===== config.mk =====
export PLATFORM = sky130hd
export DESIGN_NAME = gpib_three_wire_handshake_top_flat
export DESIGN_NICKNAME = d
export VERILOG_FILES = /design/src/rtl/core/gtwh_pkg.sv /design/src/rtl/core/gtwh_req_if.sv /design/src/rtl/core/gtwh_rsp_if.sv /design/src/rtl/core/gtwh_csr_if.sv /design/src/rtl/core/gpib_three_wire_handshake_top.sv /design/src/flat_wrapper.sv
export SDC_FILE = /design/constraint.sdc
export NUM_CORES = 1
export LEC_CHECK = 0
export ABC_CLOCK_PERIOD_IN_PS = 6100
export BUFFER_PORTS_ARGS = -buffer_cell sky130_fd_sc_hd__buf_2
export CAP_MARGIN = 10
export CORE_ASPECT_RATIO = 0.9
export CORE_MARGIN = 2
export CORE_UTILIZATION = 25
export DETAILED_ROUTE_END_ITERATION = 8
export HOLD_SLACK_MARGIN = 0.08
export SLEW_MARGIN = 10
export SYNTH_ARGS = -nofsm -noshare
export SYNTH_HDL_FRONTEND = slang
export SYNTH_SLANG_ARGS = --single-unit

===== constraint.sdc =====
create_clock -name clock -period 6.1 [get_ports clock]
set_clock_uncertainty 0.2 [all_clocks]
set_input_delay 1.83 -clock clock [delete_from_list [all_inputs] [get_ports clock]]
set_output_delay 1.83 -clock clock [all_outputs]
set_load 0.05 [all_outputs]

===== src/rtl/core/gtwh_pkg.sv =====
// Shared widths, types and reset values for the GPIB three-wire handshake engine.
package gtwh_pkg;

   localparam int KindWidth = 2;
   localparam int ByteWidth = 8;
   localparam int WaitWidth = 24;
   localparam int LimitWidth = 16;
   localparam int SettleWidth = 8;
   localparam int CsrIndexWidth = 2;
   localparam int CsrDataWidth = 24;

   typedef logic [KindWidth-1:0] kind_type;
   typedef logic [ByteWidth-1:0] byte_type;
   typedef logic [WaitWidth-1:0] wait_type;
   typedef logic [LimitWidth-1:0] limit_type;
   typedef logic [SettleWidth-1:0] settle_type;
   typedef logic [CsrIndexWidth-1:0] csr_index_type;
   typedef logic [CsrDataWidth-1:0] csr_data_type;

   localparam kind_type KIND_TICK = 2'd0;
   localparam kind_type KIND_SEND = 2'd1;
   localparam kind_type KIND_RECEIVE = 2'd2;
   localparam kind_type KIND_RELEASE = 2'd3;

   localparam csr_index_type CSR_WAIT_LIMIT = 2'd0;
   localparam csr_index_type CSR_RX_TIMEOUT = 2'd1;
   localparam csr_index_type CSR_SETTLE = 2'd2;

   localparam limit_type WAIT_LIMIT_RESET = 16'd1000;
   localparam wait_type RX_TIMEOUT_RESET = 24'd100;
   localparam settle_type SETTLE_RESET = 8'd1;

   localparam byte_type BUS_RELEASED = 8'hFF;
   localparam wait_type WAIT_MAX = {WaitWidth{1'b1}};

endpackage


===== src/rtl/core/gtwh_req_if.sv =====
// Request channel interface: one tick of sampled bus lines plus an optional command.
interface gtwh_req_if;
   import gtwh_pkg::*;

   logic valid;
   logic ready;
   kind_type kind;
   byte_type tx_byte;
   logic atn_level;
   logic eoi_level;
   logic dav_in;
   logic nrfd_in;
   logic ndac_in;
   logic eoi_in;
   byte_type bus_in;

   modport source (
      output valid, kind, tx_byte, atn_level, eoi_level, dav_in, nrfd_in, ndac_in, eoi_in,
             bus_in,
      input ready
   );
   modport sink (
      input valid, kind, tx_byte, atn_level, eoi_level, dav_in, nrfd_in, ndac_in, eoi_in,
            bus_in,
      output ready
   );
endinterface


===== src/rtl/core/gtwh_rsp_if.sv =====
// Response channel interface: line drive levels and status after one tick.
interface gtwh_rsp_if;
   import gtwh_pkg::*;

   logic valid;
   logic ready;
   byte_type bus_drive;
   logic dav_drive;
   logic nrfd_drive;
   logic ndac_drive;
   logic atn_drive;
   logic eoi_drive;
   logic busy_res;
   logic done_res;
   logic success;
   byte_type rx_byte;
   logic rx_end;

   modport source (
      output valid, bus_drive, dav_drive, nrfd_drive, ndac_drive, atn_drive, eoi_drive,
             busy_res, done_res, success, rx_byte, rx_end,
      input ready
   );
   modport sink (
      input valid, bus_drive, dav_drive, nrfd_drive, ndac_drive, atn_drive, eoi_drive,
            busy_res, done_res, success, rx_byte, rx_end,
      output ready
   );
endinterface


===== src/rtl/core/gtwh_csr_if.sv =====
// Configuration write channel interface: register index and write data.
interface gtwh_csr_if;
   import gtwh_pkg::*;

   logic valid;
   logic ready;
   csr_index_type index;
   csr_data_type data;

   modport source (output valid, index, data, input ready);
   modport sink (input valid, index, data, output ready);
endinterface


===== src/rtl/core/gpib_three_wire_handshake_top.sv =====
// Top level of the GPIB three-wire handshake engine, controller side.
//
//   channel   direction   contents
//   req_ch    in          command kind, byte to send, ATN/EOI levels, sampled lines
//   rsp_ch    out         line drive levels, busy, done, success, received byte
//   csr_ch    in          register index and write data
//
// Every request is one tick and yields exactly one response, registered and valid in the cycle after it is accepted.
// A request is taken in every cycle while the response register is empty or being read,
// so the sustained rate is one request per clock, set by the single state register update.
// The handshake state doubles as the response register and holds while the response stalls.
// Reset restores the register defaults and leaves all lines released with the engine idle.
module gpib_three_wire_handshake_top (
   input logic clock,
   input logic reset,
   gtwh_req_if.sink req_ch,
   gtwh_rsp_if.source rsp_ch,
   gtwh_csr_if.sink csr_ch
);
   import gtwh_pkg::*;

   localparam logic [2:0] PH_IDLE = 3'd0;
   localparam logic [2:0] PH_RFD1 = 3'd1;
   localparam logic [2:0] PH_SETTLE = 3'd2;
   localparam logic [2:0] PH_DAC = 3'd3;
   localparam logic [2:0] PH_RFD2 = 3'd4;
   localparam logic [2:0] PH_RDAV = 3'd5;
   localparam logic [2:0] PH_RDAVH = 3'd6;

   limit_type wait_limit_ff;
   wait_type rx_timeout_ff;
   settle_type settle_ff;

   logic [2:0] phase_ff, phase_in;
   wait_type wait_ff, wait_in;
   byte_type tx_ff, tx_in;
   byte_type rx_ff, rx_in;
   logic rx_end_ff, rx_end_in;
   byte_type bus_ff, bus_in;
   logic dav_ff, dav_in;
   logic nrfd_ff, nrfd_in;
   logic ndac_ff, ndac_in;
   logic atn_ff, atn_in;
   logic eoi_ff, eoi_in;
   logic done_ff, done_in;
   logic ok_ff, ok_in;
   logic rsp_valid_ff;

   logic accept;
   wait_type wait_inc;
   logic limit_hit;
   logic timeout_hit;
   logic settle_hit;

   assign req_ch.ready = !rsp_valid_ff || rsp_ch.ready;
   assign accept = req_ch.valid && req_ch.ready;
   assign csr_ch.ready = 1'b1;

   assign wait_inc = (wait_ff < WAIT_MAX) ? wait_ff + 1'b1 : wait_ff;
   assign limit_hit = wait_inc >= {{(WaitWidth-LimitWidth){1'b0}}, wait_limit_ff};
   assign timeout_hit = wait_inc >= rx_timeout_ff;
   assign settle_hit = wait_inc >= {{(WaitWidth-SettleWidth){1'b0}}, settle_ff};

   always_comb begin
      phase_in = phase_ff;
      wait_in = wait_ff;
      tx_in = tx_ff;
      rx_in = rx_ff;
      rx_end_in = rx_end_ff;
      bus_in = bus_ff;
      dav_in = dav_ff;
      nrfd_in = nrfd_ff;
      ndac_in = ndac_ff;
      atn_in = atn_ff;
      eoi_in = eoi_ff;
      done_in = 1'b0;
      ok_in = 1'b0;
      if (req_ch.kind == KIND_RELEASE) begin
         ok_in = (phase_ff == PH_IDLE);
         done_in = 1'b1;
         bus_in = BUS_RELEASED;
         dav_in = 1'b1;
         nrfd_in = 1'b1;
         ndac_in = 1'b1;
         atn_in = req_ch.atn_level;
         eoi_in = req_ch.eoi_level;
         phase_in = PH_IDLE;
         wait_in = '0;
      end else if (phase_ff == PH_IDLE) begin
         if (req_ch.kind == KIND_SEND) begin
            tx_in = req_ch.tx_byte;
            atn_in = req_ch.atn_level;
            eoi_in = req_ch.eoi_level;
            phase_in = PH_RFD1;
            wait_in = '0;
         end else if (req_ch.kind == KIND_RECEIVE) begin
            atn_in = req_ch.atn_level;
            eoi_in = req_ch.eoi_level;
            ndac_in = 1'b0;
            nrfd_in = 1'b1;
            phase_in = PH_RDAV;
            wait_in = '0;
         end
      end else begin
         unique case (phase_ff)
            PH_RFD1: begin
               if (req_ch.nrfd_in) begin
                  bus_in = ~tx_ff;
                  wait_in = '0;
                  if (settle_ff == '0) begin
                     dav_in = 1'b0;
                     phase_in = PH_DAC;
                  end else begin
                     phase_in = PH_SETTLE;
                  end
               end else begin
                  wait_in = wait_inc;
                  if (limit_hit) begin
                     bus_in = BUS_RELEASED;
                     dav_in = 1'b1;
                     phase_in = PH_IDLE;
                     done_in = 1'b1;
                  end
               end
            end
            PH_SETTLE: begin
               wait_in = wait_inc;
               if (settle_hit) begin
                  dav_in = 1'b0;
                  phase_in = PH_DAC;
                  wait_in = '0;
               end
            end
            PH_DAC: begin
               if (req_ch.ndac_in) begin
                  dav_in = 1'b1;
                  bus_in = BUS_RELEASED;
                  phase_in = PH_RFD2;
                  wait_in = '0;
               end else begin
                  wait_in = wait_inc;
                  if (limit_hit) begin
                     dav_in = 1'b1;
                     bus_in = BUS_RELEASED;
                     phase_in = PH_IDLE;
                     done_in = 1'b1;
                  end
               end
            end
            PH_RFD2: begin
               if (req_ch.nrfd_in) begin
                  phase_in = PH_IDLE;
                  done_in = 1'b1;
                  ok_in = 1'b1;
               end else begin
                  wait_in = wait_inc;
                  if (limit_hit) begin
                     phase_in = PH_IDLE;
                     done_in = 1'b1;
                  end
               end
            end
            PH_RDAV: begin
               if (!req_ch.dav_in) begin
                  nrfd_in = 1'b0;
                  rx_in = ~req_ch.bus_in;
                  rx_end_in = !req_ch.eoi_in;
                  ndac_in = 1'b1;
                  phase_in = PH_RDAVH;
                  wait_in = '0;
               end else begin
                  wait_in = wait_inc;
                  if (timeout_hit) begin
                     ndac_in = 1'b1;
                     nrfd_in = 1'b1;
                     phase_in = PH_IDLE;
                     done_in = 1'b1;
                  end
               end
            end
            PH_RDAVH: begin
               if (!req_ch.dav_in) begin
                  wait_in = wait_inc;
               end
               if (req_ch.dav_in || limit_hit) begin
                  ndac_in = 1'b0;
                  phase_in = PH_IDLE;
                  done_in = 1'b1;
                  ok_in = 1'b1;
               end
            end
            default: begin
               phase_in = PH_IDLE;
            end
         endcase
      end
   end

   always_ff @(posedge clock) begin
      if (reset) begin
         wait_limit_ff <= WAIT_LIMIT_RESET;
         rx_timeout_ff <= RX_TIMEOUT_RESET;
         settle_ff <= SETTLE_RESET;
      end else if (csr_ch.valid) begin
         unique case (csr_ch.index)
            CSR_WAIT_LIMIT: wait_limit_ff <= csr_ch.data[LimitWidth-1:0];
            CSR_RX_TIMEOUT: rx_timeout_ff <= csr_ch.data[WaitWidth-1:0];
            CSR_SETTLE: settle_ff <= csr_ch.data[SettleWidth-1:0];
            default: begin
            end
         endcase
      end
   end

   always_ff @(posedge clock) begin
      if (reset) begin
         phase_ff <= PH_IDLE;
         wait_ff <= '0;
         tx_ff <= '0;
         rx_ff <= '0;
         rx_end_ff <= 1'b0;
         bus_ff <= BUS_RELEASED;
         dav_ff <= 1'b1;
         nrfd_ff <= 1'b1;
         ndac_ff <= 1'b1;
         atn_ff <= 1'b1;
         eoi_ff <= 1'b1;
         done_ff <= 1'b0;
         ok_ff <= 1'b0;
         rsp_valid_ff <= 1'b0;
      end else begin
         if (accept) begin
            phase_ff <= phase_in;
            wait_ff <= wait_in;
            tx_ff <= tx_in;
            rx_ff <= rx_in;
            rx_end_ff <= rx_end_in;
            bus_ff <= bus_in;
            dav_ff <= dav_in;
            nrfd_ff <= nrfd_in;
            ndac_ff <= ndac_in;
            atn_ff <= atn_in;
            eoi_ff <= eoi_in;
            done_ff <= done_in;
            ok_ff <= done_in && ok_in;
            rsp_valid_ff <= 1'b1;
         end else if (rsp_ch.ready) begin
            rsp_valid_ff <= 1'b0;
         end
      end
   end

   assign rsp_ch.valid = rsp_valid_ff;
   assign rsp_ch.bus_drive = bus_ff;
   assign rsp_ch.dav_drive = dav_ff;
   assign rsp_ch.nrfd_drive = nrfd_ff;
   assign rsp_ch.ndac_drive = ndac_ff;
   assign rsp_ch.atn_drive = atn_ff;
   assign rsp_ch.eoi_drive = eoi_ff;
   assign rsp_ch.busy_res = (phase_ff != PH_IDLE);
   assign rsp_ch.done_res = done_ff;
   assign rsp_ch.success = ok_ff;
   assign rsp_ch.rx_byte = rx_ff;
   assign rsp_ch.rx_end = rx_end_ff;

endmodule


===== src/flat_wrapper.sv =====
// flat-port wrapper written by rule: the top's interface ports become plain ports
module gpib_three_wire_handshake_top_flat import gtwh_pkg::*;
  (clock, reset, req_ch_valid, req_ch_kind, req_ch_tx_byte, req_ch_atn_level, req_ch_eoi_level, req_ch_dav_in, req_ch_nrfd_in, req_ch_ndac_in, req_ch_eoi_in, req_ch_bus_in, req_ch_ready, rsp_ch_valid, rsp_ch_bus_drive, rsp_ch_dav_drive, rsp_ch_nrfd_drive, rsp_ch_ndac_drive, rsp_ch_atn_drive, rsp_ch_eoi_drive, rsp_ch_busy_res, rsp_ch_done_res, rsp_ch_success, rsp_ch_rx_byte, rsp_ch_rx_end, rsp_ch_ready, csr_ch_valid, csr_ch_index, csr_ch_data, csr_ch_ready);
  gtwh_req_if req_ch_i ();
  gtwh_rsp_if rsp_ch_i ();
  gtwh_csr_if csr_ch_i ();
  input logic clock;
  input logic reset;
  input wire logic [$bits(req_ch_i.valid)-1:0] req_ch_valid;
  input wire logic [$bits(req_ch_i.kind)-1:0] req_ch_kind;
  input wire logic [$bits(req_ch_i.tx_byte)-1:0] req_ch_tx_byte;
  input wire logic [$bits(req_ch_i.atn_level)-1:0] req_ch_atn_level;
  input wire logic [$bits(req_ch_i.eoi_level)-1:0] req_ch_eoi_level;
  input wire logic [$bits(req_ch_i.dav_in)-1:0] req_ch_dav_in;
  input wire logic [$bits(req_ch_i.nrfd_in)-1:0] req_ch_nrfd_in;
  input wire logic [$bits(req_ch_i.ndac_in)-1:0] req_ch_ndac_in;
  input wire logic [$bits(req_ch_i.eoi_in)-1:0] req_ch_eoi_in;
  input wire logic [$bits(req_ch_i.bus_in)-1:0] req_ch_bus_in;
  output wire logic [$bits(req_ch_i.ready)-1:0] req_ch_ready;
  output wire logic [$bits(rsp_ch_i.valid)-1:0] rsp_ch_valid;
  output wire logic [$bits(rsp_ch_i.bus_drive)-1:0] rsp_ch_bus_drive;
  output wire logic [$bits(rsp_ch_i.dav_drive)-1:0] rsp_ch_dav_drive;
  output wire logic [$bits(rsp_ch_i.nrfd_drive)-1:0] rsp_ch_nrfd_drive;
  output wire logic [$bits(rsp_ch_i.ndac_drive)-1:0] rsp_ch_ndac_drive;
  output wire logic [$bits(rsp_ch_i.atn_drive)-1:0] rsp_ch_atn_drive;
  output wire logic [$bits(rsp_ch_i.eoi_drive)-1:0] rsp_ch_eoi_drive;
  output wire logic [$bits(rsp_ch_i.busy_res)-1:0] rsp_ch_busy_res;
  output wire logic [$bits(rsp_ch_i.done_res)-1:0] rsp_ch_done_res;
  output wire logic [$bits(rsp_ch_i.success)-1:0] rsp_ch_success;
  output wire logic [$bits(rsp_ch_i.rx_byte)-1:0] rsp_ch_rx_byte;
  output wire logic [$bits(rsp_ch_i.rx_end)-1:0] rsp_ch_rx_end;
  input wire logic [$bits(rsp_ch_i.ready)-1:0] rsp_ch_ready;
  input wire logic [$bits(csr_ch_i.valid)-1:0] csr_ch_valid;
  input wire logic [$bits(csr_ch_i.index)-1:0] csr_ch_index;
  input wire logic [$bits(csr_ch_i.data)-1:0] csr_ch_data;
  output wire logic [$bits(csr_ch_i.ready)-1:0] csr_ch_ready;
  assign req_ch_i.valid = req_ch_valid;
  assign req_ch_i.kind = req_ch_kind;
  assign req_ch_i.tx_byte = req_ch_tx_byte;
  assign req_ch_i.atn_level = req_ch_atn_level;
  assign req_ch_i.eoi_level = req_ch_eoi_level;
  assign req_ch_i.dav_in = req_ch_dav_in;
  assign req_ch_i.nrfd_in = req_ch_nrfd_in;
  assign req_ch_i.ndac_in = req_ch_ndac_in;
  assign req_ch_i.eoi_in = req_ch_eoi_in;
  assign req_ch_i.bus_in = req_ch_bus_in;
  assign req_ch_ready = req_ch_i.ready;
  assign rsp_ch_valid = rsp_ch_i.valid;
  assign rsp_ch_bus_drive = rsp_ch_i.bus_drive;
  assign rsp_ch_dav_drive = rsp_ch_i.dav_drive;
  assign rsp_ch_nrfd_drive = rsp_ch_i.nrfd_drive;
  assign rsp_ch_ndac_drive = rsp_ch_i.ndac_drive;
  assign rsp_ch_atn_drive = rsp_ch_i.atn_drive;
  assign rsp_ch_eoi_drive = rsp_ch_i.eoi_drive;
  assign rsp_ch_busy_res = rsp_ch_i.busy_res;
  assign rsp_ch_done_res = rsp_ch_i.done_res;
  assign rsp_ch_success = rsp_ch_i.success;
  assign rsp_ch_rx_byte = rsp_ch_i.rx_byte;
  assign rsp_ch_rx_end = rsp_ch_i.rx_end;
  assign rsp_ch_i.ready = rsp_ch_ready;
  assign csr_ch_i.valid = csr_ch_valid;
  assign csr_ch_i.index = csr_ch_index;
  assign csr_ch_i.data = csr_ch_data;
  assign csr_ch_ready = csr_ch_i.ready;
  gpib_three_wire_handshake_top u_core (.clock(clock), .reset(reset), .req_ch(req_ch_i), .rsp_ch(rsp_ch_i), .csr_ch(csr_ch_i));
endmodule

* Yosys cells after proc, flatten, opt, wreduce, memory -nomap -nowiden
Cells that the tools add are included.
** Word-level totals
- Logic and storage cells :: 158
- Register bits after elaboration :: 108
- Input port bits :: 55
** Operators by class
- Reductions and logical operators :: 30
- Multiplexer cells :: 78
- Bitwise logic cells :: 5
- Magnitude comparators :: 4
- $add $sub $neg :: 1
- Equality and inequality tests :: 23
** Operators by type and width (number)
- two-way mux 24 bit :: 11
- case mux 24 bit (6 select lines) :: 1
- two-way mux 1 bit :: 43
- two-way mux 8 bit :: 5
- two-way mux 3 bit :: 12
- AND reduction 5 bit :: 5
- adder 24 x 1 -> 24 bit, second input constant :: 1
- greater-or-equal comparator 24 x 16 -> 1 bit :: 1
- greater-or-equal comparator 24 bit :: 1
- greater-or-equal comparator 24 x 8 -> 1 bit :: 1
- < comparator 24 bit, second input constant :: 1
- case mux 3 bit (6 select lines) :: 1
- inverter 8 bit :: 2
- case mux 8 bit (2 select lines) :: 1
- != test 4 x 1 -> 1 bit, second input constant :: 3
- != test 4 x 2 -> 1 bit, second input constant :: 3
- nonzero test 3 bit :: 4
- equality test 3 bit, second input constant :: 3
- zero test 8 bit :: 1
- nonzero test 4 bit :: 2
- nonzero test 8 bit :: 1
- equality test 2 bit, second input constant :: 3
- equality test 3 x 2 -> 1 bit, second input constant :: 2
- != test 3 x 2 -> 1 bit, second input constant :: 2
- 20 further kinds :: 31

* Longest topological paths before layout
Gate-level depths: netlist of run 1.
- Depth in word-level cells :: 9
- Mapped depth :: 18
- Gate-level depth less buffers :: 17

* Least setup slack after synthesis of run 1
No wires, ideal clock.
- Path kind :: input-to-output
- Start :: input port rsp_ch_ready
- End :: output port req_ch_ready
- Path buffers :: 0
- Slack :: 1.791 ns
- Arrival :: 2.279 ns
- Stages :: 1
- Data required time :: 4.070 ns
- Cell sequence :: nand2b_1
** Between the ends
- Longest elaborated chain between the ends :: 1
** Ends and longest elaborated chain
- start, declared :: line flat_wrapper.sv:32 : input wire logic [$bits(rsp_ch_i.ready)-1:0] rsp_ch_ready;
- logical OR 1 bit :: line gpib_three_wire_handshake_top.sv:55 : assign req_ch.ready = !rsp_valid_ff || rsp_ch.ready;
- end, declared :: line flat_wrapper.sv:19 : output wire logic [$bits(req_ch_i.ready)-1:0] req_ch_ready;
No other way between the ends.

* Worst setup path after layout of run 1
- Start :: register u_core.wait_ff[0]
- End :: register u_core.wait_ff[22]
** Between the ends
- Longest elaborated chain between the ends :: 7
- Elaborated cells on any way between the ends :: 13
** Ends and longest elaborated chain
- start, declared :: line gpib_three_wire_handshake_top.sv:35 : wait_type wait_ff, wait_in;
- start signal, assigned :: line gpib_three_wire_handshake_top.sv:234 : wait_ff <= wait_in;
- adder 24 x 1 -> 24 bit / < comparator 24 bit (equally long branches) :: line gpib_three_wire_handshake_top.sv:59 : assign wait_inc = (wait_ff < WAIT_MAX) ? wait_ff + 1'b1 : wait_ff;
- two-way mux 24 bit (*) :: line gpib_three_wire_handshake_top.sv:59
- greater-or-equal comparator 24 x 8 -> 1 bit :: line gpib_three_wire_handshake_top.sv:62 : assign settle_hit = wait_inc >= {{(WaitWidth-SettleWidth){1'b0}}, settle_ff};
- two-way mux 24 bit :: line gpib_three_wire_handshake_top.sv:128 : if (settle_hit) begin
- case mux 24 bit (6 select lines) (*) :: line gpib_three_wire_handshake_top.sv:105 : unique case (phase_ff)
- two-way mux 24 bit (*) :: line gpib_three_wire_handshake_top.sv:89 : end else if (phase_ff == PH_IDLE) begin
- two-way mux 24 bit (*) :: line gpib_three_wire_handshake_top.sv:78 : if (req_ch.kind == KIND_RELEASE) begin
Mark *: on every way between the ends. The rest lies on a longest branch, timed or not. The select of a mux whose other input is x is not followed.
A chain may end at the register's enable or synchronous reset.

==> impl.org, run 1 <==
** Worst setup path
- The setup check on the worst reg-to-reg path leaves a slack of 1.20 ns.
- The number of cells on the worst reg-to-reg path is 17.
- Top delay family on crit path :: simple AND/OR/NAND/NOR gates
- STA puts the critical path data required time at 6.18 ns.
- In this run the critical register-to-register path is launched from u_core.wait_ff[0].
- Arrival time of data at the critical path endpoint :: 4.99 ns
- The worst setup path is launched from a register.
- In this run the critical register-to-register path is captured at u_core.wait_ff[22].
- Critical-path cell with the highest stage delay :: sky130_fd_sc_hd__nor4_4
- The critical path goes through ha_1 > nand2_1 > nor4_4 > a21oi_1 > nand2_1 > xnor2_1 > ha_1 > a21o_1 > a211oi_1 > o21ai_0 > o211ai_1 > nor4b_1 > nand4_2 > a211oi_4 > buf_4 > a21oi_1 > nor3_1.
- Endpoint type of the worst setup path :: register
- Critical-path maximum fanout :: 24
- The critical path is of the register to register type.
- Worst stage delay on the critical path :: 0.54 ns
- Together, buffers and inverters on the worst path number 1.

** Synthesis
- Synthesis inferred 108 register bits.
- Ranked by total cell area, the synthesized netlist is headed by sky130_fd_sc_hd__dfxtp_1 (33%), sky130_fd_sc_hd__ha_1 (9.4%), sky130_fd_sc_hd__nand2_1 (7.5%), sky130_fd_sc_hd__a21oi_1 (5.8%), sky130_fd_sc_hd__nor2_1 (4.2%).
- Synthesized netlist net count :: 953
- For this run, the leading register cell type out of synthesis is sky130_fd_sc_hd__dfxtp_1.
- In this run the cell area of the synthesized design comes to 6635 um^2.
- The synthesized netlist contains 72 unique library cells.
- Share of the yosys chip area belonging to registers :: 32.59%
- Post-Syn Area per Cell :: 7.824 um^2
- Fraction of synthesized cell area taken by the top area cell type :: 32.59%
- Summed over all instances, the cell type with the most area after synthesis is sky130_fd_sc_hd__dfxtp_1.
- Share of flip-flops with an asynchronous set or reset :: 0%
- Number of warning messages in the yosys log :: 0
- Number of enable flip-flop cells after synthesis :: 0
- Counting every instance in the synthesized netlist gives 848.

** GRT
- Via count of the first global-routing pass :: 5372
- The initial antenna violation count is 0.
- Pin count of the biggest net entering global routing :: 63
- The first global-routing pass estimated 28.92 mm of wire.
- GRT Total Usage :: 12.93%
- For this run the aggregate overflow at the end of global routing stands at 0.

** Power
- PwrDens :: 203.5 nW/um^2
- Combinational logic is responsible for 14.1% of the overall power.
- Leakage Power :: 0.003095 uW
- Peak supply drop :: 0.0001151 V
- Sequential cells account for 47.9% of the total power.
- Power Total :: 1549 uW
- NetSw :: 464.0 uW
- Of the total power, the share spent switching nets is 29.96%.
- The share of total power dissipated in the clock network is 38.0%.
- Cell-internal power :: 1085 uW

** Clocking
- Clock tree from TritonCTS :: built
- Number of buffers inserted during clock tree synthesis :: 9
- Gates resized during post-CTS repair numbered 0.
- Hold_buf cts :: 0
- After clock tree synthesis, the clock-pin slew on the worst setup and hold paths is 0.08 ns.
- Clock latency on the worst-skew pair :: 0.36 ns
- Sinks on the clock net :: 108
- CTS built an H-tree with a depth of 3.
- After clock tree synthesis, the setup repair step added 0 buffers.
- Clock tree root driver cell :: sky130_fd_sc_hd__clkbuf_16
- Longest Clk Path Bufs :: 2

** Route
- Count of nets left with antenna violations after detail routing :: 0
- Summed over all layers, the routed wires come to 17.79 mm.
- Length of the first detailed-routing pass in iterations :: 5
- After detailed routing, the average wire length per cell comes to 14.23 um.
- Post-route DRC :: 0
- Average via count per standard cell :: 4.738
- Iteration-0 DRC Markers :: 378
- The routed layout has 5922 vias.

** Cells and area
- Share of post-route cells with drive strength above 1 :: 15.74%
- After routing the design area is 7609 um^2.
- Area growth from synthesis to layout :: 14.67%
- The repair_antennas step left the layout with diodes totalling 0.
- The final layout contains 1002 nets.

** Worst hold path
- The worst hold path was traced through 2 stages.
- Beginning of the worst hold path :: u_core.rx_timeout_ff[9]
- Worst Hold End :: u_core.rx_timeout_ff[9]
- Hold WC Path Type :: register to register

** Placed design
- Instance area at placement :: 7317 um^2
- Pre-CTS WS :: 1.245 ns
- Final HPWL DP :: 13.18 mm
- Routability-driven placement finished with a final weighted congestion of 0.8575.
- Input and output buffers added on the ports amount to 81.

** Timing
- After layout, the minimum clock period comes to 4.904 ns.
- Max transition margin :: 15.18%
- Hold slack :: 0.2564 ns
- The final-report max-slew violation count came to 0.
- Adding up every negative setup slack in the final design gives 0 ns.
- Total setup violations reported at the end of the flow :: 0
- Worst-margin pin slew :: 1.272 ns
- Setup repair after global routing left no endpoint under its margin.
- In the post-route analysis, the smallest setup slack over all paths is 1.196 ns.
- Timing-limited maximum frequency :: 203.9 MHz
- Hold violation total from the final report :: 0
- Tcrit/Tclk final :: 80.39%

** Status
- Result of the run :: finished, final reports clean

** Floorplanning
- Cell Rows :: 56
- The die covers 27860 um^2.
- Overall die width :: 175.7 um
- In this run the count of I/O pins placed on the die edge is 83.
- For this configuration, the core starts out at a cell density of 25.46%.
- The floorplan step defined a core boundary enclosing 26070 um^2.
- Die Ht :: 158.6 um

** Run
- The tool flagged a number of max-cap violations equal to 0.
[tightest hold or removal path, delay by kind of cell, from the launching register on]
kind	cells	cell delay, ns
compound gates	1	0.05
flops	1	0.31
simple gates	1	0.05
[stage by stage]
step | instances | utilization [%]
CTS | 1249 | 29.16
detailed placement | 1233 | 28.07
global route | 1250 | 29.19
global placement | 1233 | 28.07
finish | 1250 | 29.19
floorplan | 848 | -
[cell families after synthesis]
kind of cell	share of synthesized area (%)
flops	32.59
buf+inv	6.204
fa+ha+maj	9.429
other cells	0.05652
mux	2.753
compound gates	19.56
xor+xnor	2.904
simple gates	26.51
[sequential cells by signal (all words and copies together), names as in the netlist]
register and flops:
u_core.rx_timeout_ff 24, u_core.wait_ff 24, u_core.wait_limit_ff 16, u_core.rsp_ch.bus_drive 8
u_core.rsp_ch.rx_byte 8, u_core.settle_ff 8, u_core.tx_ff 8, u_core.phase_ff 3
u_core.rsp_ch.atn_drive 1, u_core.rsp_ch.dav_drive 1, u_core.rsp_ch.done_res 1, u_core.rsp_ch.eoi_drive 1
u_core.rsp_ch.ndac_drive 1, u_core.rsp_ch.nrfd_drive 1, u_core.rsp_ch.rx_end 1, u_core.rsp_ch.success 1
u_core.rsp_ch.valid 1
[area by class of cell]
type	count	area, um^2
fill	2857	18460
timing repair buffer	87	452.9
clock buffer	10	229.0
clock inverter	6	55.05
tap	348	435.4
sequential	108	2162
inverter	53	198.9
multi-input combinational	638	4075
[synth_stat cells, types with 6 or more instances]
master and count:
sky130_fd_sc_hd__nand2_1 133, sky130_fd_sc_hd__nor2_1 75, sky130_fd_sc_hd__nor2b_1 12, sky130_fd_sc_hd__dfxtp_1 108, sky130_fd_sc_hd__clkbuf_1 33, sky130_fd_sc_hd__a31oi_1 8, sky130_fd_sc_hd__o21ai_1 7, sky130_fd_sc_hd__o21ai_0 16
sky130_fd_sc_hd__ha_1 50, sky130_fd_sc_hd__xor2_1 12, sky130_fd_sc_hd__mux2i_1 16, sky130_fd_sc_hd__inv_1 53, sky130_fd_sc_hd__a211o_1 15, sky130_fd_sc_hd__o211ai_1 7, sky130_fd_sc_hd__nor4_1 6, sky130_fd_sc_hd__nand4_1 12
sky130_fd_sc_hd__a21oi_1 77, sky130_fd_sc_hd__a21oi_2 11, sky130_fd_sc_hd__nor3_1 14, sky130_fd_sc_hd__xnor2_1 10, sky130_fd_sc_hd__nand3_2 10, sky130_fd_sc_hd__buf_2 8, sky130_fd_sc_hd__nand2b_1 8, sky130_fd_sc_hd__a211oi_1 18
sky130_fd_sc_hd__nand3_1 36, sky130_fd_sc_hd__a21o_1 6
[routing by layer]
layer / GRT usage [%] / vias up / part of all wire, %
met3: 2.531 / 11 / 4.3
met2: 20.02 / 117 / 44
li1: - / 3072 / -
met5: 0 / - / 0
met4: 2.637 / 0 / 0.91
met1: 18.60 / 2722 / 51
[power groups by stage]
stage | sequential (uW) | combinational, uW | clock, uW
6_report | 741 | 218 | 589
5_1_grt | 745 | 244 | 644
4_1_cts | 741 | 220 | 616
3_5_place_dp | 758 | 219 | 0
3_3_place_gp | 757 | 218 | 0
2_1_floorplan | 761 | 149 | 0
[worst max-delay path by stage]
stage                           start                       end  slack [ns]  cells past startpoint
finish              u_core.wait_ff[0]        u_core.wait_ff[22]        1.20                     17
global route        u_core.wait_ff[0]        u_core.wait_ff[22]        0.82                     17
CTS                 u_core.wait_ff[0]        u_core.wait_ff[22]        1.22                     17
detailed placement  u_core.wait_ff[0]  u_core.rsp_ch.ndac_drive        1.25                     17
global placement    u_core.wait_ff[0]        u_core.wait_ff[22]        1.33                     17
floorplan                rsp_ch_ready              req_ch_ready        1.79                      1
[layout by cell type (no fill, tap or decap), drive strengths merged, types with 5 or more instances in the layout]
| master | count |
|---|---|
| a211o | 15 |
| a211oi | 19 |
| a21o | 6 |
| a21oi | 88 |
| a31oi | 8 |
| and2 | 6 |
| and3 | 5 |
| and4 | 5 |
| buf | 87 |
| clkbuf | 10 |
| dfxtp | 108 |
| ha | 50 |
| inv | 57 |
| mux2i | 16 |
| nand2 | 133 |
| nand2b | 8 |
| nand3 | 46 |
| nand4 | 15 |
| nor2 | 75 |
| nor2b | 12 |
| nor3 | 15 |
| nor4 | 8 |
| o211ai | 7 |
| o21ai | 23 |
| xnor2 | 10 |
| xor2 | 12 |
(Power assumes the default switching activity.)
==> inputs of run 2 (changes only) <==
- ABC_CLOCK_PERIOD_IN_PS: 6100 -> 4600
- clock period: 6.1 -> 4.6 ns (I/O delays scaled with it)
==> impl.org, run 2 (synthesized netlist as in run 1, its figures left out) <==
** Status
- Result of the run :: finished, final reports clean (unchanged)

** Clocking
- Clock-pin slew on the worst setup and hold paths :: 0.08 ns (about the same)
- The TritonCTS sink count came to 108 (unchanged).
- The clock latency on the worst-skew pair was 0.36 ns (about the same).
- The maximum clock insertion buffer count came to 2 (unchanged).
- Clock tree root driver cell :: sky130_fd_sc_hd__clkbuf_16 (unchanged)
- Number of buffers inserted during clock tree synthesis :: 9 (unchanged)
- The number of levels the H-tree was split into is 3 (unchanged).
- The clock tree from TritonCTS is built (unchanged).

** Timing
- Worst-margin pin slew :: 0.9517 ns (was 1.272 ns)
- Total setup violations reported at the end of the flow :: 0 (unchanged)
- Tmin final :: 4.348 ns (was 4.904 ns)
- Max transition margin :: 36.36% (was 15.18%)
- Setup repair after global routing missed its margin: no (unchanged).
- The post-route setup TNS is 0 ns (unchanged).
- The achievable frequency is 230.0 MHz (was 203.9 MHz).
- The number of endpoints with negative hold slack in the final report came to 0 (unchanged).
- The final-report max-slew violation count is 0 (unchanged).
- Tcrit/Tclk final :: 94.53% (was 80.39%)

** Placed design
- The instance area after placement was 7572 um^2 (was 7317 um^2).
- The last weighted congestion value of the routability-driven placer came to 0.8456 (was 0.8575).
- Number of buffers inserted by port buffering :: 81 (unchanged)
- Final HPWL DP :: 13.57 mm (was 13.18 mm)

** Cells and area
- Biggest registers after layout :: u_core.rx_timeout_ff: 24 flops, u_core.wait_ff: 24 flops, u_core.wait_limit_ff: 16 flops (unchanged)
- Most common cell after layout, fill and taps aside :: sky130_fd_sc_hd__nand2_1 (unchanged)
- Most used cells in the layout excluding fill and tap cells :: sky130_fd_sc_hd__nand2_1 (133), sky130_fd_sc_hd__dfxtp_1 (108), sky130_fd_sc_hd__buf_2 (80) (unchanged)
- The synthesis-to-layout area growth was 19.61% (was 14.67%).
- Number of diodes added for antenna fixing :: 0 (unchanged)
- Filler Cells Inserted :: 2823 (was 2857)
- The share of post-route cells with drive strength above 1 came to 19.30% (was 15.74%).
- Final #Nets :: 1038 (was 1002)
- The finished layout cell area was 7936 um^2 (was 7609 um^2).
- The combined flip-flop and latch cell area is 2162 um^2 (unchanged).
- The combined area of the multi-input logic cells is 4086 um^2 (was 4075 um^2).

** Floorplanning
- Overall die width :: 175.7 um (unchanged)
- The die area is 27860 um^2 (unchanged).
- Cell Rows :: 56 (unchanged)
- Die Ht :: 158.6 um (unchanged)
- The starting density of the core is 25.46% (unchanged).
- The top-level port count was 83 (unchanged).
- The core area was 26070 um^2 (unchanged).

** GRT
- The met1 usage was 18.11% (was 18.60%).
- Routing usage on met3 :: 2.603% (was 2.531%)
- The total congestion overflow after global routing is 0 (unchanged).
- The initial antenna violation count was 0 (unchanged).
- GRT Total Usage :: 13.15% (was 12.93%)
- Wire length of the first global-routing pass :: 29.56 mm (was 28.92 mm)
- Pin count of the biggest net entering global routing :: 62 (was 63)
- The fraction of met2 tracks used by global routing is 21.17% (was 20.02%).
- Global routing's busiest layer :: met2 (unchanged)
- The via count of the first global-routing pass was 5805 (was 5372).

** Power
- Share of power burned in combinational logic :: 13.9% (was 14.1%)
- The share of total power in the clock network was 40.8% (was 38.0%).
- Peak supply drop :: 0.0002006 V (was 0.0001151 V)
- The total power per unit cell area came to 273.1 nW/um^2 (was 203.5 nW/um^2).
- Leakage Power :: 0.003312 uW (was 0.003095 uW)
- Switching part of the total :: 28.26% (was 29.96%)
- Fraction of power consumed by sequential logic :: 45.3% (was 47.9%)
- The design internal power came to 1555 uW (was 1085 uW).
- NetSw :: 612.5 uW (was 464.0 uW)

** Worst setup path
- Critical path buffers and inverters :: 1 (unchanged)
- The critical path's top delay family is simple AND/OR/NAND/NOR gates (unchanged).
- The data arrival time of the critical path is 4.41 ns (was 4.99 ns).
- Worst stage delay on the critical path :: 0.53 ns (was 0.54 ns)
- Critical-path cell with the highest stage delay :: sky130_fd_sc_hd__or4_1 (was sky130_fd_sc_hd__nor4_4)
- The critical path data required time came to 4.66 ns (was 6.18 ns).
- Cell chain of the critical path :: ha_1 > nand2_1 > nor4_4 > buf_4 > nor2_1 > nand3_1 > nor2_1 > xor2_1 > ha_1 > nand3_1 > or4_1 > or3_1 > a32oi_1 > a32oi_1 > a31oi_1 > o31a_1 > nand2_1 > a211o_1 (was ha_1 > nand2_1 > nor4_4 > a21oi_1 > nand2_1 > xnor2_1 > ha_1 > a21o_1 > a211oi_1 > o21ai_0 > o211ai_1 > nor4b_1 > nand4_2 > a211oi_4 > buf_4 > a21oi_1 > nor3_1)
- Class of the most critical setup path :: register to register (unchanged)
- The largest fanout on the critical path was 7 (was 24).
- The critical path startpoint category is a register (unchanged).
- Endpoint type of the worst setup path :: register (unchanged)

** Route
- Wire length per cell after detailed routing :: 14.00 um (was 14.23 um)
- Post-detailed-routing wire length :: 18.00 mm (was 17.79 mm)
- Average via count per standard cell :: 4.708 (was 4.738)
- Iteration-0 DRC Markers :: 265 (was 378)
- The residual DRC count was 0 (unchanged).
- Via count :: 6055 (was 5922)
- Count of nets left with antenna violations after detail routing :: 0 (unchanged)
- Length of the first detailed-routing pass in iterations :: 5 (unchanged)

** Worst hold path
- Hold WC Path Type :: register to register (unchanged)

** Run
- Max-cap violations :: 0 (unchanged)
==> run 2: metrics by stage <==
step	setup slack (ns)	instances	hold WS [ns]	power, uW	util (%)
after floorplan	0.4183	848	0.2363	1207	-
final	0.2516	1286	0.2561	2168	30.45
after detailed placement	0.1020	1267	0.2477	1306	29.05
after CTS	0.05194	1283	0.2597	2205	30.32
after global placement	0.1567	1267	0.2399	1303	29.05
after global routing	0.03206	1286	0.2731	2277	30.45
==> run 2: power by group through the flow <==
stage	Sequential (uW)	Clock, uW	Combinational (uW)
6_report	982	885	301
5_1_grt	987	955	336
4_1_cts	982	921	303
3_5_place_dp	1000	0	302
3_3_place_gp	1000	0	300
2_1_floorplan	1010	0	198
==> run 2: worst reg2reg max path, cell delays in order (launching register included) <==
cell	delay, ns
sky130_fd_sc_hd__dfxtp_1	0.43
sky130_fd_sc_hd__ha_1	0.21
sky130_fd_sc_hd__nand2_1	0.11
sky130_fd_sc_hd__nor4_4	0.27
sky130_fd_sc_hd__buf_4	0.19
sky130_fd_sc_hd__nor2_1	0.08
sky130_fd_sc_hd__nand3_1	0.10
sky130_fd_sc_hd__nor2_1	0.06
sky130_fd_sc_hd__xor2_1	0.16
sky130_fd_sc_hd__ha_1	0.30
sky130_fd_sc_hd__nand3_1	0.11
sky130_fd_sc_hd__or4_1	0.53
sky130_fd_sc_hd__or3_1	0.37
sky130_fd_sc_hd__a32oi_1	0.19
sky130_fd_sc_hd__a32oi_1	0.12
sky130_fd_sc_hd__a31oi_1	0.24
sky130_fd_sc_hd__o31a_1	0.24
sky130_fd_sc_hd__nand2_1	0.07
sky130_fd_sc_hd__a211o_1	0.28
==> run 2: what timing repair did <==
| item | in CTS | in global routing |
|---|---|---|
| setup endpoints to repair | 0 | 32 |
| resized for setup | 0 | 2 |
| hold buffers | 0 | 0 |
| hold endpoints to repair | 0 | 0 |
| setup buffers | 0 | 2 |
==> run 2: cell type report <==
class                           count  area share [%]
Multi-Input combinational cell    638           51.49
Clock inverter                      7           1.324
Timing Repair Buffer              123           9.112
Inverter                           53           2.507
Tap cell                          348           5.486
Sequential cell                   108           27.24
Clock buffer                        9           2.838
==> run 2: final timing paths <==
path,from,endpoint,slack (ns),cells after the start
max,u_core.wait_ff[0],u_core.rsp_ch.ndac_drive,0.25,18
min,u_core.wait_limit_ff[11],u_core.wait_limit_ff[11],0.26,2
max reg2reg,u_core.wait_ff[0],u_core.rsp_ch.ndac_drive,0.25,18
min reg2reg,u_core.wait_limit_ff[11],u_core.wait_limit_ff[11],0.26,2
==> run 2: per-layer routing <==
metal  vias to the layer above  wire [um]
met3                        14        814
met2                       126       8050
met1                      2772       8923
met4                         0        212
li1                       3143          -
met5                         -          0
==> inputs of run 3 (changes only) <==
- ABC_CLOCK_PERIOD_IN_PS: 4600 -> 4400
- REMOVE_ABC_BUFFERS: not set -> 1
- clock period: 4.6 -> 4.4 ns (I/O delays scaled with it)
==> impl.org, run 3 (synthesized netlist as in run 1, its figures left out) <==
** Cells and area
- Most used cells in the layout excluding fill and tap cells :: sky130_fd_sc_hd__nand2_1 (132), sky130_fd_sc_hd__dfxtp_1 (106), sky130_fd_sc_hd__buf_2 (80) (was sky130_fd_sc_hd__nand2_1 (133), sky130_fd_sc_hd__dfxtp_1 (108), sky130_fd_sc_hd__buf_2 (80))
- Final #Nets :: 1049 (was 1038)
- Biggest registers after layout :: u_core.rx_timeout_ff: 24 flops, u_core.wait_ff: 24 flops, u_core.wait_limit_ff: 16 flops (unchanged)
- Share of post-route cells with drive strength above 1 :: 21.71% (was 19.30%)
- Most common cell after layout, fill and taps aside :: sky130_fd_sc_hd__nand2_1 (unchanged)
- Area growth from synthesis to layout :: 21.53% (was 19.61%)
- The number of antenna repair diodes is 0 (unchanged).

** Power
- The total power per unit cell area was 269.2 nW/um^2 (was 273.1 nW/um^2).
- Peak supply drop :: 0.0001780 V (was 0.0002006 V)
- Leakage Power :: 0.003362 uW (was 0.003312 uW)

** Floorplanning
- Area of the die :: 27860 um^2 (unchanged)
- The core area came to 26070 um^2 (unchanged).
- The starting density of the core came to 25.46% (unchanged).
- The site row count came to 56 (unchanged).
- Overall die width :: 175.7 um (unchanged)
- IO Count :: 83 (unchanged)
- Die Ht :: 158.6 um (unchanged)

** GRT
- The total congestion overflow after global routing is 0 (unchanged).
- Antenna violations before repair :: 0 (unchanged)
- Pin count of the biggest net entering global routing :: 61 (was 62)
- The via count of the first global-routing pass was 5551 (was 5805).
- The overall fraction of global-route tracks in use came to 12.85% (was 13.15%).
- Wire length of the first global-routing pass :: 28.93 mm (was 29.56 mm)

** Clocking
- The cts-stage hold buffer count came to 0 (unchanged).
- The clock latency on the worst-skew pair is 0.36 ns (about the same).
- The root buffer cell is sky130_fd_sc_hd__clkbuf_16 (unchanged).
- The TritonCTS sink count is 108 (unchanged).
- Number of buffers inserted during clock tree synthesis :: 9 (unchanged)
- Longest Clk Path Bufs :: 2 (unchanged)
- The clock slew at the register clock pins of the worst setup and hold paths is 0.08 ns (about the same).
- Number of levels in the clock H-tree :: 3 (unchanged)
- The clock tree from TritonCTS was built (unchanged).

** Route
- Iteration-0 DRC Markers :: 423 (was 265)
- The vias per cell came to 4.716 (was 4.708).
- The number of detailed-routing iterations run before antenna repair is 5 (unchanged).
- The overall via count from detail_route was 6117 (was 6055).
- The residual DRC count was 0 (unchanged).
- Wire length per cell after detailed routing :: 13.92 um (was 14.00 um)
- The total detailed-routing wirelength was 18.05 mm (was 18.00 mm).
- The remaining number of nets flagged by the antenna check after routing was 0 (unchanged).

** Timing
- Worst-margin pin slew :: 0.9409 ns (was 0.9517 ns)
- The share of the clock period used by the worst path after layout is 96.43% (was 94.53%).
- The post-route setup TNS was 0 ns (unchanged).
- Final Max Tran Viols :: 0 (unchanged)
- Total setup violations reported at the end of the flow :: 0 (unchanged)
- Hold slack :: 0.2554 ns (was 0.2561 ns)
- Hold violation total from the final report :: 0 (unchanged)
- The achievable frequency came to 235.7 MHz (was 230.0 MHz).
- Max transition margin :: 37.09% (was 36.36%)
- Tmin final :: 4.243 ns (was 4.348 ns)

** Worst setup path
- Critical path startpoint category :: register (unchanged)
- The capture point of the worst reg-to-reg path is u_core.rsp_ch.ndac_drive (unchanged).
- The register-to-register path setup slack was 0.16 ns (was 0.25 ns).
- The data arrival time of the critical path is 4.30 ns (was 4.41 ns).
- The type of element capturing the critical path is a register (unchanged).
- The largest fanout on the critical path was 5 (was 7).
- The worst reg2reg path startpoint is u_core.wait_ff[0] (unchanged).
- Critical path data required time :: 4.45 ns (was 4.66 ns)
- Class of the most critical setup path :: register to register (unchanged)
- Depth of the most critical reg-to-reg path :: 17 (was 18)

** Worst hold path
- The startpoint of the tightest hold check path was u_core.wait_limit_ff[2] (was u_core.wait_limit_ff[11]).
- Worst hold stages :: 2 (unchanged)
- Hold WC Path Type :: register to register (unchanged)
- Worst Hold End :: u_core.wait_limit_ff[2] (was u_core.wait_limit_ff[11])

** Placed design
- The number of I/O port buffers is 81 (unchanged).
- Final HPWL DP :: 13.54 mm (was 13.57 mm)
- Weighted congestion reported at the end of routability-driven placement :: 0.8877 (was 0.8456)

** Status
- Result of the run :: finished, final reports clean (unchanged)

** Run
- Max-cap violations :: 0 (unchanged)
run 3: worst max path at each step:
| stage | from | end | slack [ns] | cells past startpoint |
|---|---|---|---|---|
| after floorplan | u_core.wait_ff[18] | u_core.wait_ff[22] | 0.02 | 15 |
| after global placement | u_core.wait_ff[1] | u_core.rsp_ch.ndac_drive | 0.16 | 17 |
| after detailed placement | u_core.wait_ff[1] | u_core.rsp_ch.ndac_drive | 0.11 | 17 |
| after CTS | u_core.wait_ff[1] | u_core.rsp_ch.ndac_drive | 0.07 | 17 |
| after global routing | u_core.wait_ff[0] | u_core.rsp_ch.ndac_drive | -0.02 | 17 |
| final | u_core.wait_ff[0] | u_core.rsp_ch.ndac_drive | 0.16 | 17 |
run 3: timing repair:
| action | 4_1_cts | 5_1_grt |
|---|---|---|
| buffers inserted | 0 | 4 |
| resized for setup | 0 | 16 |
| endpoints found under the setup margin | 0 | 39 |
run 3: layer usage:
layer	routed length, um	share of wire [%]	global-route usage (%)
met2	8041	45	20.13
met4	263	1.5	3.896
met1	9031	50	18.17
met3	714	4.0	1.934
met5	0	0	0
run 3: cell type report:
class	count	area, um^2
multi-input cells	638	4154
inverters	53	198.9
flip-flops and latches	108	2165
repair buffers	134	818.3
clock inverters	7	67.56
fillers	2802	18000
well taps	348	435.4
clock buffers	9	225.2
run 3: power breakdown:
| group | total (uW) | internal, uW | leakage [uW] | switching, uW |
|---|---|---|---|---|
| logic | 319 | 114 | 0.00235 | 205 |
| clock network | 824 | 399 | 0.000139 | 425 |
| registers | 1030 | 1000 | 0.000877 | 24.8 |
| total | 2170 | 1520 | 0.00336 | 655 |
run 3: critical path, cell delays in order, from the launching register on:
cell,delay [ns]
sky130_fd_sc_hd__dfxtp_1,0.38
sky130_fd_sc_hd__ha_4,0.15
sky130_fd_sc_hd__nand2_2,0.10
sky130_fd_sc_hd__nor4_4,0.43
sky130_fd_sc_hd__buf_4,0.18
sky130_fd_sc_hd__nor4_1,0.04
sky130_fd_sc_hd__buf_4,0.14
sky130_fd_sc_hd__xor2_1,0.16
sky130_fd_sc_hd__ha_1,0.28
sky130_fd_sc_hd__nand2_1,0.09
sky130_fd_sc_hd__or4_1,0.52
sky130_fd_sc_hd__or3_4,0.36
sky130_fd_sc_hd__a32oi_2,0.18
sky130_fd_sc_hd__a32oi_2,0.11
sky130_fd_sc_hd__a31oi_2,0.21
sky130_fd_sc_hd__o31a_1,0.24
sky130_fd_sc_hd__nand2_1,0.07
sky130_fd_sc_hd__a211o_1,0.28
run 3: per-stage QoR:
step                      setup slack (ns)  instance area, um^2  util (%)  cells  power (uW)
after global routing              -0.01632                 8064     30.94   1297        2267
final                               0.1571                 8064     30.94   1297        2171
after floorplan                    0.01632                 6422         -    799        1234
after detailed placement            0.1111                 7662     29.40   1277        1364
after CTS                          0.06586                 7955     30.52   1293        2193
after global placement              0.1581                 7662     29.40   1277        1361
